===== src/rtl/utf8d_pkg.sv =====
`default_nettype none
// -----------------------------------------------------------------------------
// utf8d_pkg
// Shared types and constants for the UTF-8 stream decoder.
// -----------------------------------------------------------------------------
package utf8d_pkg;

	// code point width
	localparam int CP_W = 21;

	// result queue geometry
	localparam int FIFO_DEPTH = 4;
	localparam int FIFO_AW    = 2;
	localparam int CNT_W      = 3;

	// input kinds
	localparam logic KIND_BYTE  = 1'b0;
	localparam logic KIND_FLUSH = 1'b1;

	// replacement character
	localparam logic [CP_W-1:0] ERR_CP_RESET = 21'h00FFFD;

	// byte class bounds
	localparam logic [7:0] ASCII_MAX = 8'h7F;
	localparam logic [7:0] CONT_MIN  = 8'h80;
	localparam logic [7:0] CONT_MAX  = 8'hBF;
	localparam logic [7:0] LEAD2_MIN = 8'hC0;
	localparam logic [7:0] LEAD2_MAX = 8'hDF;
	localparam logic [7:0] LEAD3_MIN = 8'hE0;
	localparam logic [7:0] LEAD3_MAX = 8'hEF;
	localparam logic [7:0] LEAD4_MIN = 8'hF0;
	localparam logic [7:0] LEAD4_MAX = 8'hF7;

	// one result beat
	typedef struct packed {
		logic [CP_W-1:0] code_point;
		logic            is_error;
		logic            last_of_run;
	} result_t;

	// results produced by one byte, in order
	typedef struct packed {
		logic [1:0] cnt;
		result_t    r0;
		result_t    r1;
	} decode_out_t;

endpackage
`default_nettype wire


===== src/rtl/utf8d_byte_if.sv =====
`default_nettype none
// -----------------------------------------------------------------------------
// utf8d_byte_if
// Valid/ready channel carrying one input byte or an end-of-stream flush.
// -----------------------------------------------------------------------------
interface utf8d_byte_if;
	logic       valid;
	logic       ready;
	logic       kind;
	logic [7:0] byte_value;

	modport source (output valid, output kind, output byte_value, input ready);
	modport sink   (input valid, input kind, input byte_value, output ready);
endinterface
`default_nettype wire


===== src/rtl/utf8d_cp_if.sv =====
`default_nettype none
// -----------------------------------------------------------------------------
// utf8d_cp_if
// Valid/ready channel carrying one decoded code point result.
// -----------------------------------------------------------------------------
interface utf8d_cp_if;
	logic                       valid;
	logic                       ready;
	logic [utf8d_pkg::CP_W-1:0] code_point;
	logic                       is_error;
	logic                       last_of_run;

	modport source (output valid, output code_point, output is_error,
		output last_of_run, input ready);
	modport sink   (input valid, input code_point, input is_error,
		input last_of_run, output ready);
endinterface
`default_nettype wire


===== src/rtl/utf8d_decode.sv =====
`default_nettype none
// -----------------------------------------------------------------------------
// utf8d_decode
// Sequence state, error code point register and per-byte decode logic.
// -----------------------------------------------------------------------------
module utf8d_decode (
	input  wire logic                       clk,
	input  wire logic                       arst_n,
	input  wire logic                       cfg_we,
	input  wire logic [utf8d_pkg::CP_W-1:0] cfg_wdata,
	input  wire logic                       fire,
	input  wire logic                       kind,
	input  wire logic [7:0]                 byte_value,
	output utf8d_pkg::decode_out_t          res
);

	logic [utf8d_pkg::CP_W-1:0] err_cp_q;
	logic [utf8d_pkg::CP_W-1:0] acc_q;
	logic [1:0]                 rem_q;
	logic [utf8d_pkg::CP_W-1:0] acc_d;
	logic [1:0]                 rem_d;
	logic [utf8d_pkg::CP_W-1:0] acc_shift;
	logic                       pend;

	assign pend      = (rem_q != 2'd0);
	assign acc_shift = {acc_q[utf8d_pkg::CP_W-7:0], byte_value[5:0]};

	// error code point register
	always_ff @(posedge clk or negedge arst_n) begin
		if (!arst_n) begin
			err_cp_q <= utf8d_pkg::ERR_CP_RESET;
		end else if (cfg_we) begin
			err_cp_q <= cfg_wdata;
		end
	end

	// decode: results and next state
	always_comb begin
		acc_d          = acc_q;
		rem_d          = rem_q;
		res.cnt        = 2'd0;
		res.r0         = '{code_point: err_cp_q, is_error: 1'b1, last_of_run: 1'b1};
		res.r1         = '{code_point: {13'd0, byte_value}, is_error: 1'b0,
			last_of_run: 1'b1};
		if (kind == utf8d_pkg::KIND_FLUSH) begin
			// end of stream: flag an unfinished sequence
			res.cnt = pend ? 2'd1 : 2'd0;
			acc_d   = '0;
			rem_d   = 2'd0;
		end else if (byte_value inside {[8'h00:utf8d_pkg::ASCII_MAX]}) begin
			rem_d = 2'd0;
			if (pend) begin
				res.cnt            = 2'd2;
				res.r0.last_of_run = 1'b0;
			end else begin
				res.cnt = 2'd1;
				res.r0  = res.r1;
			end
		end else if (byte_value inside {[utf8d_pkg::CONT_MIN:utf8d_pkg::CONT_MAX]}) begin
			if (pend) begin
				acc_d = acc_shift;
				rem_d = rem_q - 2'd1;
				if (rem_q == 2'd1) begin
					res.cnt = 2'd1;
					res.r0  = '{code_point: acc_shift, is_error: 1'b0, last_of_run: 1'b1};
				end
			end else begin
				// stray continuation
				res.cnt = 2'd1;
			end
		end else if (byte_value inside {[utf8d_pkg::LEAD2_MIN:utf8d_pkg::LEAD2_MAX]}) begin
			acc_d = {16'd0, byte_value[4:0]};
			rem_d = 2'd1;
		end else if (byte_value inside {[utf8d_pkg::LEAD3_MIN:utf8d_pkg::LEAD3_MAX]}) begin
			acc_d = {17'd0, byte_value[3:0]};
			rem_d = 2'd2;
		end else if (byte_value inside {[utf8d_pkg::LEAD4_MIN:utf8d_pkg::LEAD4_MAX]}) begin
			acc_d = {18'd0, byte_value[2:0]};
			rem_d = 2'd3;
		end else begin
			// invalid byte
			res.cnt = 2'd1;
			rem_d   = 2'd0;
		end
	end

	// sequence state
	always_ff @(posedge clk or negedge arst_n) begin
		if (!arst_n) begin
			acc_q <= '0;
			rem_q <= 2'd0;
		end else if (fire) begin
			acc_q <= acc_d;
			rem_q <= rem_d;
		end
	end

	// two results: error first, then the plain byte
	a_two_order: assert property (@(posedge clk) disable iff (!arst_n)
		(fire && res.cnt == 2'd2) |-> (res.r0.is_error && !res.r0.last_of_run
			&& !res.r1.is_error && res.r1.last_of_run))
		else $error("two-result order wrong");

	// a single result always closes the run
	a_one_last: assert property (@(posedge clk) disable iff (!arst_n)
		(fire && res.cnt == 2'd1) |-> res.r0.last_of_run)
		else $error("single result not marked last");

	// flush leaves an empty state
	a_flush_clear: assert property (@(posedge clk) disable iff (!arst_n)
		(fire && kind == utf8d_pkg::KIND_FLUSH) |=> (rem_q == 2'd0 && acc_q == '0))
		else $error("flush did not clear state");

endmodule
`default_nettype wire


===== src/rtl/utf8d_result_fifo.sv =====
`default_nettype none
// -----------------------------------------------------------------------------
// utf8d_result_fifo
// Four-entry result queue taking up to two beats a cycle while it has room, giving one while the reader is ready.
// -----------------------------------------------------------------------------
module utf8d_result_fifo (
	input  wire logic                   clk,
	input  wire logic                   arst_n,
	input  wire utf8d_pkg::decode_out_t push,
	output logic                        room,
	utf8d_cp_if.source                  cp_out
);

	utf8d_pkg::result_t              mem_q [utf8d_pkg::FIFO_DEPTH];
	logic [utf8d_pkg::FIFO_AW-1:0]   head_q;
	logic [utf8d_pkg::FIFO_AW-1:0]   tail_q;
	logic [utf8d_pkg::CNT_W-1:0]     count_q;
	logic [utf8d_pkg::CNT_W-1:0]     after_pop;
	logic                            pop;
	utf8d_pkg::result_t              head_ent;

	assign pop       = cp_out.valid && cp_out.ready;
	assign after_pop = count_q - {{(utf8d_pkg::CNT_W-1){1'b0}}, pop};
	// two free slots once this cycle's pop is counted
	assign room      = (after_pop <= utf8d_pkg::CNT_W'(utf8d_pkg::FIFO_DEPTH - 2));

	// head beat to the port
	assign head_ent           = mem_q[head_q];
	assign cp_out.valid       = (count_q != '0);
	assign cp_out.code_point  = head_ent.code_point;
	assign cp_out.is_error    = head_ent.is_error;
	assign cp_out.last_of_run = head_ent.last_of_run;

	// storage
	always_ff @(posedge clk) begin
		if (push.cnt != 2'd0) begin
			mem_q[tail_q] <= push.r0;
		end
		if (push.cnt == 2'd2) begin
			mem_q[tail_q + utf8d_pkg::FIFO_AW'(1)] <= push.r1;
		end
	end

	// pointers and fill
	always_ff @(posedge clk or negedge arst_n) begin
		if (!arst_n) begin
			head_q  <= '0;
			tail_q  <= '0;
			count_q <= '0;
		end else begin
			tail_q  <= tail_q + utf8d_pkg::FIFO_AW'(push.cnt);
			head_q  <= head_q + utf8d_pkg::FIFO_AW'(pop);
			count_q <= after_pop + utf8d_pkg::CNT_W'(push.cnt);
		end
	end

	// fill never exceeds the depth
	a_bound: assert property (@(posedge clk) disable iff (!arst_n)
		count_q <= utf8d_pkg::CNT_W'(utf8d_pkg::FIFO_DEPTH))
		else $error("result queue overfilled");

	// writes only land with free slots
	a_push_room: assert property (@(posedge clk) disable iff (!arst_n)
		(push.cnt != 2'd0) |-> room)
		else $error("push without room");

	// a stalled head beat holds
	a_head_hold: assert property (@(posedge clk) disable iff (!arst_n)
		(cp_out.valid && !cp_out.ready) |=> (cp_out.valid
			&& cp_out.code_point == $past(cp_out.code_point)
			&& cp_out.last_of_run == $past(cp_out.last_of_run)))
		else $error("head beat changed while stalled");

endmodule
`default_nettype wire


===== src/rtl/utf8_stream_decoder.sv =====
`default_nettype none
// -----------------------------------------------------------------------------
// utf8_stream_decoder
// UTF-8 byte stream to code point decoder with a configurable error value.
// -----------------------------------------------------------------------------
//  channel    dir   beat                                   handshake
//  byte_in    in    kind, byte_value                       valid/ready
//  cp_out     out   code_point, is_error, last_of_run      valid/ready
//  cfg        in    cfg_wdata (error code point)           cfg_we, no wait
//
//  One byte accepted per cycle while the queue has room; a result passes the
//  input register, then decode into the result queue, before it leaves.
//  A byte making two results needs two output beats, so the rate
//  is set by the one-beat-per-cycle output port of the result queue.
//  byte_in.ready drops when a byte is held and the queue lacks two free slots.
//  Reset clears the sequence state, the queue and restores U+FFFD.
// -----------------------------------------------------------------------------
module utf8_stream_decoder (
	input  wire logic                       clk,
	input  wire logic                       arst_n,
	input  wire logic                       cfg_we,
	input  wire logic [utf8d_pkg::CP_W-1:0] cfg_wdata,
	utf8d_byte_if.sink                      byte_in,
	utf8d_cp_if.source                      cp_out
);

	logic                   valid_s1;
	logic                   kind_s1;
	logic [7:0]             byte_s1;
	logic                   room;
	logic                   fire;
	utf8d_pkg::decode_out_t res;
	utf8d_pkg::decode_out_t push;

	// decode the held byte when the queue can take its results
	assign fire          = valid_s1 && room;
	assign byte_in.ready = !valid_s1 || fire;
	assign push          = fire ? res : '{cnt: 2'd0, r0: res.r0, r1: res.r1};

	// input register
	always_ff @(posedge clk or negedge arst_n) begin
		if (!arst_n) begin
			valid_s1 <= 1'b0;
		end else if (byte_in.ready) begin
			valid_s1 <= byte_in.valid;
		end
	end

	always_ff @(posedge clk) begin
		if (byte_in.valid && byte_in.ready) begin
			kind_s1 <= byte_in.kind;
			byte_s1 <= byte_in.byte_value;
		end
	end

	utf8d_decode u_decode (
		.clk        (clk),
		.arst_n     (arst_n),
		.cfg_we     (cfg_we),
		.cfg_wdata  (cfg_wdata),
		.fire       (fire),
		.kind       (kind_s1),
		.byte_value (byte_s1),
		.res        (res)
	);

	utf8d_result_fifo u_fifo (
		.clk    (clk),
		.arst_n (arst_n),
		.push   (push),
		.room   (room),
		.cp_out (cp_out)
	);

endmodule
`default_nettype wire

===== src/flat_wrapper.sv =====
// flat-port wrapper written by rule: the top's interface ports become plain ports
module utf8_stream_decoder_flat 
  (clk, arst_n, cfg_we, cfg_wdata, byte_in_valid, byte_in_kind, byte_in_byte_value, byte_in_ready, cp_out_valid, cp_out_code_point, cp_out_is_error, cp_out_last_of_run, cp_out_ready);
  utf8d_byte_if byte_in_i ();
  utf8d_cp_if cp_out_i ();
  input  wire logic clk;
  input  wire logic arst_n;
  input  wire logic cfg_we;
  input  wire logic [utf8d_pkg::CP_W-1:0] cfg_wdata;
  input wire logic [$bits(byte_in_i.valid)-1:0] byte_in_valid;
  input wire logic [$bits(byte_in_i.kind)-1:0] byte_in_kind;
  input wire logic [$bits(byte_in_i.byte_value)-1:0] byte_in_byte_value;
  output wire logic [$bits(byte_in_i.ready)-1:0] byte_in_ready;
  output wire logic [$bits(cp_out_i.valid)-1:0] cp_out_valid;
  output wire logic [$bits(cp_out_i.code_point)-1:0] cp_out_code_point;
  output wire logic [$bits(cp_out_i.is_error)-1:0] cp_out_is_error;
  output wire logic [$bits(cp_out_i.last_of_run)-1:0] cp_out_last_of_run;
  input wire logic [$bits(cp_out_i.ready)-1:0] cp_out_ready;
  assign byte_in_i.valid = byte_in_valid;
  assign byte_in_i.kind = byte_in_kind;
  assign byte_in_i.byte_value = byte_in_byte_value;
  assign byte_in_ready = byte_in_i.ready;
  assign cp_out_valid = cp_out_i.valid;
  assign cp_out_code_point = cp_out_i.code_point;
  assign cp_out_is_error = cp_out_i.is_error;
  assign cp_out_last_of_run = cp_out_i.last_of_run;
  assign cp_out_i.ready = cp_out_ready;
  utf8_stream_decoder u_core (.clk(clk), .arst_n(arst_n), .cfg_we(cfg_we), .cfg_wdata(cfg_wdata), .byte_in(byte_in_i), .cp_out(cp_out_i));
endmodule

===== config.mk =====
export PLATFORM = sky130hd
export DESIGN_NAME = utf8_stream_decoder_flat
export DESIGN_NICKNAME = d
export VERILOG_FILES = /design/src/rtl/utf8d_pkg.sv /design/src/rtl/utf8d_byte_if.sv /design/src/rtl/utf8d_cp_if.sv /design/src/rtl/utf8d_decode.sv /design/src/rtl/utf8d_result_fifo.sv /design/src/rtl/utf8_stream_decoder.sv /design/src/flat_wrapper.sv
export SDC_FILE = /design/constraint.sdc
export NUM_CORES = 1
export LEC_CHECK = 0
export ABC_AREA = 1
export BUFFER_PORTS_ARGS = -buffer_cell sky130_fd_sc_hd__buf_2
export CORE_AREA = 3 3 133 135
export DETAILED_ROUTE_END_ITERATION = 12
export DIE_AREA = 0 0 136 138
export GPL_TIMING_DRIVEN = 0
export PLACE_DENSITY_LB_ADDON = 0.15
export REMOVE_ABC_BUFFERS = 1
export SETUP_SLACK_MARGIN = 0.5
export SYNTH_ARGS = -nofsm -noshare
export SYNTH_HDL_FRONTEND = slang
export SYNTH_SLANG_ARGS = --single-unit

===== constraint.sdc =====
create_clock -name clk -period 4.1 [get_ports clk]
set_input_delay 0.82 -clock clk [delete_from_list [all_inputs] [get_ports clk]]
set_output_delay 0.82 -clock clk [all_outputs]
set_load 0.05 [all_outputs]

==> results.ini <==
[outcome]
status=finished clean

[worst_setup_path]
crit_chain=inv_1, nand3_1, and2_1, ha_1, ha_1, inv_1, nand2_1, nand3_1, nor2_4, nand2_1, nand2_2
worstPathRequired_ns=4.19
slowest_stage=nand2_1
worstSetupEndpointType=flop
r2r-end=u_core.u_fifo.mem_q[3][3]$_DFFE_PP_
arrival_ns=3.53
slowest_delay_ns=0.73
worstSetupPathType=reg2reg
cp-start-kind=flop
rr_worst_depth=11
path_max_fanout=23
rrSetupSlack_ns=0.67
crit_start=u_core.u_fifo.count_q[2]$_DFF_PN0_
timing.rr.start=u_core.u_fifo.count_q[2]$_DFF_PN0_

[finish]
multiInputGateArea_um2=3082
syn2layout_area_growth_pct=14.34
num-fill-cells=1666
seq_area_um2=3607
instances_no_fill=1120
utilization_pct=48.97
fin_nets=930
drive_above_1_share_pct=19.67
antenna_cells_inserted=0

[power]
power_w=0.007511
p_comb_share_pct=45.8
p_switching_w=0.003593
p_leak_nw=3.625
intPower_w=0.003918
p_seq_share_pct=33.1
powerDensity_nw_per_um2=924.9
switching_share_pct=47.84
clockPowerShare_pct=21.1
irDropWorstVdd_mv=0.5493

[placed_design]
dp_hpwl_um=11260
dpl.cell_count=1086
pre_cts_ws_ns=-0.1730
io_buffers=59
routabilityCongestion=0.8885

[detailed_routing]
num_vias=5980
routed_wl_um=19660
vias_per_cell=5.339
drt_iter0_drc=377
firstDrtPassIters=5
wl_per_cell_um=17.56
ant_nets=0
drc=0

[floorplanning]
dieArea_um2=18770
core_um2=16580
boundaryPins=60
start_util_pct=42.82
die_x_um=136
placementRows=47
fp.dieH_um=138

[cts]
h-tree-depth=4
cts_buffer_depth=2
cts_inserted_buffers=17
postCtsHoldBufs=0
clk_latency_ns=0.43
cts_setup_buffers=0
path_clk_slew_ns=0.06
cts_root_buf=clkbuf_16
cts_sinks=147
cts_tree=built

[sta]
fin_worst_skew_ns=0.008276
hold_viol_final=0
fin_tns_setup_ns=0
fin_crit_sh_pct=83.76
setup_violations=0
worst_slack_ns=0.6658
worstMarginPinSlew_ns=1.183
slew_viol_final=0
max_slew_margin_pct=21.11
period_needed_ns=3.434
max_clock_freq_mhz=291.2
rsz0062_at_grt=true

[synth]
yosysWarnings=0
synth.top_cell.area_share_pct=17.34
ys_types=38
ys_seq_elements=147
yosysTopAreaCell=edfxtp_1
yosysSeqAreaShare_pct=50.72
synthCells=859
syn_area_um2=7102
syn_avg_cell_area_um2=8.268
netlist_top_cells_area=edfxtp_1 17%, dfxtp_1 17%, dfrtp_1 11%

[global_routing]
grt_overflow_total=0
first_global_vias=5724
grt_max_degree=118
grt_pass1_wl_um=31080
grt.total_usage_pct=21.37
antenna_found_initial=0

[hold_path]
hold_path_class=reg2reg
hp-start=u_core.u_fifo.mem_q[1][0]$_SDFFE_PP1P_
hold_end=u_core.u_fifo.mem_q[1][0]$_SDFFE_PP1P_
hold_depth=2

[job]
maxCapViolations=0

==> cell type report <==
class                   count  area share (%)
repair inverters            1         0.09245
repair buffers             61           4.314
well taps                 220           3.390
clock buffers              18           5.285
multi-input cells         605           37.95
flip-flops and latches    147           44.42
inverters                  54           2.542
clock inverters            14           2.003
==> logic make-up (layout without fill, tap and decap cells) <==
kind of cell             count (synthesis)  count (layout)  synth area share [%]
AND/OR/NAND/NOR                        392             393                 23.08
AO/OA/AOI/OAI                          181             181                 14.48
adder cells (fa/ha/maj)                  8               8                 1.515
buffers and inverters                  108             148                 6.660
XOR/XNOR                                 3               3                0.3700
multiplexers                            20              20                 3.171
flip-flops                             147             147                 50.72
==> placed cells by master, fill, tap and decap left out, drive strengths merged <==
cell        n
clkinvlp    6
xor2        3
and2        1
bufinv      3
nor2      144
o21ai      98
mux2       20
o31ai       3
a31oi       1
inv        54
fa          1
dfrtp      31
dfstp      15
a21oi      52
nand4       1
ha          7
edfxtp     41
a22oi       1
o22ai      24
nand3      91
o211ai      1
o221ai      1
clkbuf     18
nor3        1
dfxtp      60
clkinv      6
buf        61
nand2     155
==> metal layers <==
metal  track usage (%)  wire length, um  up-vias
li1                  -                -     2935
met1             29.77             9082     2861
met2             33.51             9321      158
met3             4.906              982       26
met4             5.995              277        0
met5                 0                0        -
==> timing repair <==
item	in CTS	in global routing
pin swaps	0	1
endpoints found under the setup margin	74	60
gates cloned	1	1
gates resized for setup	6	4
==> how the worst max path moves through the flow <==
stage / end
global placement: u_core.u_fifo.mem_q[1][3]$_DFFE_PP_
CTS: u_core.u_fifo.mem_q[3][3]$_DFFE_PP_
global route: u_core.u_fifo.mem_q[3][3]$_DFFE_PP_
finish: u_core.u_fifo.mem_q[3][3]$_DFFE_PP_
detailed placement: u_core.u_fifo.mem_q[3][8]$_DFFE_PP_
floorplan: u_core.u_fifo.mem_q[0][2]$_DFFE_PP_
==> power groups by stage <==
stage / combinational [W] / clock [W] / sequential [W]
2_1_floorplan: 0.00252 / 0 / 0.00234
3_3_place_gp: 0.00331 / 0 / 0.00247
3_5_place_dp: 0.00339 / 0 / 0.00249
4_1_cts: 0.00342 / 0.00160 / 0.00247
5_1_grt: 0.00382 / 0.00166 / 0.00255
6_report: 0.00344 / 0.00158 / 0.00248
==> Yosys cell counts (all sizes together) <==
cell	count
dfxtp	60
inv	54
a21oi	52
buf	23
fa	1
nand3	91
dfrtp	31
o211ai	1
o31ai	3
dfstp	15
a22oi	1
o22ai	24
nor2	144
nand2	154
a31oi	1
edfxtp	41
xor2	3
and2	1
mux2	20
nand4	1
ha	7
nor3	1
o221ai	1
clkbuf	31
o21ai	98
==> sequential cells by signal, indices dropped and copies added, names as in the netlist <==
name	count
u_core.byte_s1	8
u_core.valid_s1	1
u_core.u_decode.acc_q	15
u_core.u_fifo.tail_q	2
u_core.u_fifo.count_q	3
u_core.u_decode.rem_q	2
u_core.u_decode.err_cp_q	21
u_core.u_fifo.head_q	2
u_core.u_fifo.mem_q	92
u_core.kind_s1	1
==> critical path: cells and delay by family (launching register included) <==
family | cells | cell delay [ns]
adder cells (fa/ha/maj) | 2 | 0.46
buffers and inverters | 2 | 0.17
flip-flops | 1 | 0.39
AND/OR/NAND/NOR | 7 | 2.07
==> metrics by stage <==
stage	instance area [um^2]	hold WS (ns)
after floorplan	6832	0.4236
after global placement	7402	0.4464
after detailed placement	7481	0.4434
after CTS	8099	0.4627
after global routing	8120	0.4752
final	8120	0.4610
Power figures use the tool's default switching activity.
